`src/hw/rtl/bbd_pkg.sv`:
```
package bbd_pkg;

    localparam int DEF_MAX_WIDTH = 4096;
    localparam int DEF_MAX_ZOOM  = 64;
    localparam int SUM_W         = 20;
    localparam int ZSQ_W         = 16;

    typedef enum logic [1:0] {
        CFG_BITS_CODE    = 2'd0,
        CFG_ZOOM_REQUEST = 2'd1,
        CFG_IMAGE_WIDTH  = 2'd2,
        CFG_IMAGE_HEIGHT = 2'd3
    } t_cfg_idx;

    typedef enum logic [2:0] {
        ST_IDLE,
        ST_PIX,
        ST_MOD,
        ST_DIV,
        ST_EMIT,
        ST_END
    } t_state;

    typedef struct packed {
        logic [7:0]  gray;
        logic [11:0] col;
        logic [15:0] row;
        logic [6:0]  zoom;
        logic        done;
    } t_result;

    // per-pixel increment for zooms below pixels-per-byte: p*255/(mask*z*z)
    function automatic logic [7:0] small_inc(input logic [1:0] code, input logic [2:0] zf,
                                             input logic [3:0] p);
        logic [7:0] v;
        v = 8'd0;
        unique case (code)
            2'd0: begin
                if (p[0]) begin
                    unique case (zf)
                        3'd1:    v = 8'd255;
                        3'd2:    v = 8'd63;
                        3'd3:    v = 8'd28;
                        3'd4:    v = 8'd15;
                        3'd5:    v = 8'd10;
                        3'd6:    v = 8'd7;
                        3'd7:    v = 8'd5;
                        default: v = 8'd0;
                    endcase
                end
            end
            2'd1: begin
                unique case ({zf, p[1:0]})
                    5'b001_01: v = 8'd85;
                    5'b001_10: v = 8'd170;
                    5'b001_11: v = 8'd255;
                    5'b010_01: v = 8'd21;
                    5'b010_10: v = 8'd42;
                    5'b010_11: v = 8'd63;
                    5'b011_01: v = 8'd9;
                    5'b011_10: v = 8'd18;
                    5'b011_11: v = 8'd28;
                    default:   v = 8'd0;
                endcase
            end
            default: begin
                if (zf == 3'd1) v = 8'({4'd0, p} * 8'd17);
            end
        endcase
        return v;
    endfunction

endpackage

```
`src/hw/rtl/bbd_div.sv`:
```
module bbd_div (
    input  logic                      i_clk,
    input  logic                      i_rst_n,
    input  logic                      i_start,
    input  logic [bbd_pkg::SUM_W-1:0] i_dividend,
    input  logic [bbd_pkg::ZSQ_W-1:0] i_divisor,
    output logic                      o_done,
    output logic [bbd_pkg::SUM_W-1:0] o_quotient
);
    import bbd_pkg::*;

    localparam int CW = $clog2(SUM_W + 1);

    logic [SUM_W-1:0] r_quo;
    logic [ZSQ_W-1:0] r_rem;
    logic [ZSQ_W-1:0] r_div;
    logic [CW-1:0]    r_cnt;
    logic             r_done;
    logic [ZSQ_W:0]   trial;
    logic             ge;

    // restoring division, one quotient bit a cycle
    assign trial = {r_rem, r_quo[SUM_W-1]};
    assign ge    = trial >= {1'b0, r_div};

    always_ff @(posedge i_clk) begin
        if (!i_rst_n) begin
            r_cnt  <= '0;
            r_done <= 1'b0;
        end else if (i_start) begin
            r_cnt  <= CW'(SUM_W);
            r_done <= 1'b0;
        end else begin
            r_done <= (r_cnt == CW'(1));
            if (r_cnt != '0) r_cnt <= r_cnt - CW'(1);
        end
    end

    always_ff @(posedge i_clk) begin
        if (i_start) begin
            r_quo <= i_dividend;
            r_rem <= '0;
            r_div <= i_divisor;
        end else if (r_cnt != '0) begin
            r_quo <= {r_quo[SUM_W-2:0], ge};
            r_rem <= ge ? ZSQ_W'(trial - {1'b0, r_div}) : trial[ZSQ_W-1:0];
        end
    end

    assign o_done     = r_done;
    assign o_quotient = r_quo;
endmodule

```
`config.mk`:
```
export PLATFORM = sky130hd
export DESIGN_NAME = bbd_div
export DESIGN_NICKNAME = d
export VERILOG_FILES = /design/src/hw/rtl/bbd_pkg.sv /design/src/hw/rtl/bbd_div.sv
export SDC_FILE = /design/constraint.sdc
export NUM_CORES = 1
export LEC_CHECK = 0
export BUFFER_PORTS_ARGS = -buffer_cell sky130_fd_sc_hd__buf_2
export CAP_MARGIN = 40
export CORE_ASPECT_RATIO = 0.75
export CORE_MARGIN = 10
export CORE_UTILIZATION = 60
export CTS_BUF_LIST = sky130_fd_sc_hd__clkbuf_8
export DETAILED_ROUTE_END_ITERATION = 12
export GPL_TIMING_DRIVEN = 1
export PLACE_DENSITY = 0.85
export SLEW_MARGIN = 20
export SYNTH_ARGS = -nofsm -noshare
export SYNTH_HDL_FRONTEND = slang
export SYNTH_SLANG_ARGS = --single-unit
```
`constraint.sdc`:
```
create_clock -name i_clk -period 4 [get_ports i_clk]
set_clock_uncertainty 0.2 [all_clocks]
set_input_delay 0.4 -clock i_clk [delete_from_list [all_inputs] [get_ports i_clk]]
set_output_delay 0.4 -clock i_clk [all_outputs]
set_load 0.02 [all_outputs]
```
==> reports/qor.txt <==
status - complete, no violations
critical path type - reg2reg
Longest Clk Path Bufs - 2
NumNets Final - 431
final setup vio count - 0
Die W - 106 µm
crit path capture type - flip-flop
Initial Util - 61.8%
Cell Area, Synth - 0.00331 mm²
clk_lat worst skew - 0.35 ns
hold path cells - 1
WP buf/inv - 2
Seq cells post-synth - 58
crit path launch type - flip-flop
fin. max-slew vios - 0
postcts setup bufs - 0
WL per Instance - 17.3 µm
worst-path fanout max - 17
Pwr Density - 596 mW/mm²
Largest delay share family, worst path - compound AO/OA/AOI/OAI gates
Fillers - 410
R2R cell count - 9
most frequent cells after synthesis - 36 x edfxtp_1, 26 x nor2_1, 22 x dfxtp_1, 21 x inv_1
initial antenna violation count - 0
hpwl dp - 5370 µm
Area Overhead vs Synth - 18.3%
Leakage - 1.72 nW
Worst-path clk slew - 0.07 ns
final instance area - 0.00391 mm²
crit-path max cell delay - 0.47 ns
layout cells sized above 1 - 28.1%
Slowest-stage cell, CP - o31ai_4
Avg Cell Area, Syn - 10.6 µm²
Post-synth EDFFs - 36
CTS tree - built
grt total ovfl - 0
Die Ht - 84.3 µm
hold crit path type - in2reg
Peak Freq - 324 MHz
first-pass GRT wire length - 12700 µm
count leader, synth - edfxtp_1
Setup TNS - 0 ns
Final GP Congestion - 0.870
Hold Path Origin - i_divisor[13]
Worst Path Arrival - 3.11 ns
asr flop ratio synth - 0%
critical path, cell by cell - inv_1, ha_1, a21o_1, a211oi_2, o41ai_2, o31ai_4, buf_4, nor4b_1, nor4_1
io pins - 60
vias in the first global route - 2600
post-synth top area cell - edfxtp_1
clock sinks - 58
H-tree levels - 3
slew of the pin with the lowest slew margin - 0.723 ns
Total GRT Usage - 17.2%
DIE AREA - 0.00891 mm²
Yosys top cell area share - 32.7%
Main synth FF type - edfxtp_1
largest net degree at the start of global routing - 53
r2r endpoint - r_rem[11]
Mapped Cells - 311
top cells by area, synth - edfxtp_1 33%, dfxtp_1 13%, ha_1 7.2%
Placed Area - 0.00366 mm²
Critical Path RT - 4.03 ns
worst reg2reg path startpoint - r_div[14]
number of max-cap violations - 0
Resize count post-CTS - 0
Iteration-0 DRC Markers - 225
VDD IR-drop max - 0.320 mV
total CTS buffers - 9
Yosys Warn Count - 0
sequential fraction of the synthesis area - 46.0%
Final ANT Viol Nets - 0
vias per inst - 5.84
Post-Syn Nets - 370
row count - 23
antenna cells - 0
RSZ-0062 raised after global routing - false
Port Buf Inserts - 59
Reg2Reg Setup Slack - 0.92 ns
root buffer cell - clkbuf_8
Worst Hold End - r_div[13]
Synth cell types - 57
Worst slew margin - 51.5%
vias - 2638
post-layout min period - 3.08 ns
cts hold-fix bufs - 0
WL final - 7800 µm
Fin. Hold Viols - 0
drt first pass iters - 4
Core Box Area - 0.00535 mm²
DRC - 0
period utilisation layout - 77.1%
==> layout by cell type (no fill, tap or decap), types with 9 or more instances in the layout <==
master / Yosys / final
buf_2: 3 / 59
edfxtp_1: 36 / 36
nor2_1: 26 / 26
inv_1: 21 / 22
dfxtp_1: 22 / 22
nand2_1: 20 / 20
mux2_2: 20 / 20
ha_1: 19 / 19
a21oi_1: 15 / 15
a211oi_1: 13 / 13
nor3_1: 9 / 9
clkbuf_8: 0 / 9
==> layer usage <==
| layer | vias up | track usage [%] | share of wire (%) |
|---|---|---|---|
| met3 | 14 | 5.19 | 6.8 |
| met4 | 0 | 5.40 | 1.0 |
| met5 | - | 0 | 0 |
| li1 | 1287 | - | - |
| met2 | 92 | 26.8 | 47 |
| met1 | 1245 | 22.5 | 45 |
==> report_power, final <==
part	switching (mW)	total [mW]	internal, mW
registers	0.0695	0.821	0.752
logic	0.507	0.853	0.346
clock network	0.244	0.657	0.413
==> sequential cells by signal (all words and copies together), names as in the netlist <==
name,flops
o_done,1
o_quotient,20
r_cnt,5
r_div,16
r_rem,16
==> final cells by class <==
| type | count | area, µm² | area share (%) |
|---|---|---|---|
| Clock buffer | 9 | 124 | 3.16 |
| Tap cell | 75 | 93.8 | 2.40 |
| Multi-Input combinational cell | 218 | 1640 | 41.8 |
| Clock inverter | 7 | 119 | 3.04 |
| Sequential cell | 58 | 1520 | 38.9 |
| Timing Repair Buffer | 63 | 337 | 8.60 |
| Inverter | 22 | 82.6 | 2.11 |
==> stage by stage <==
stage          cells  total power [mW]  utilization [%]  worst slack, ns  hold slack [ns]
2_1_floorplan    311              1.46                -             1.36            0.273
3_3_place_gp     434              1.62             68.1             1.12            0.301
3_5_place_dp     435              1.65             68.3             1.06            0.306
4_1_cts          451              2.32             72.8            0.964           0.0138
5_1_grt          452              2.46             73.1            0.707          0.00691
6_report         452              2.33             73.1            0.918           0.0199
==> worst max path at each step <==
stage              startpoint   endpoint  cells past startpoint
2_1_floorplan  o_quotient[19]  r_rem[12]                      9
6_report            r_div[14]  r_rem[11]                      9
4_1_cts             r_div[14]  r_rem[11]                      9
3_5_place_dp        r_div[14]  r_rem[11]                      9
5_1_grt             r_div[12]  r_rem[11]                      8
3_3_place_gp        r_div[12]  r_rem[15]                      8
==> logic make-up after synthesis <==
logic type | share of synthesized area, %
adder cells (fa/ha/maj) | 7.79
XOR/XNOR | 2.38
AO/OA/AOI/OAI | 17.0
AND/OR/NAND/NOR | 13.0
buffers and inverters | 4.54
multiplexers | 9.23
flip-flops | 46.0
Note: power is estimated with default switching activity, not from simulation.
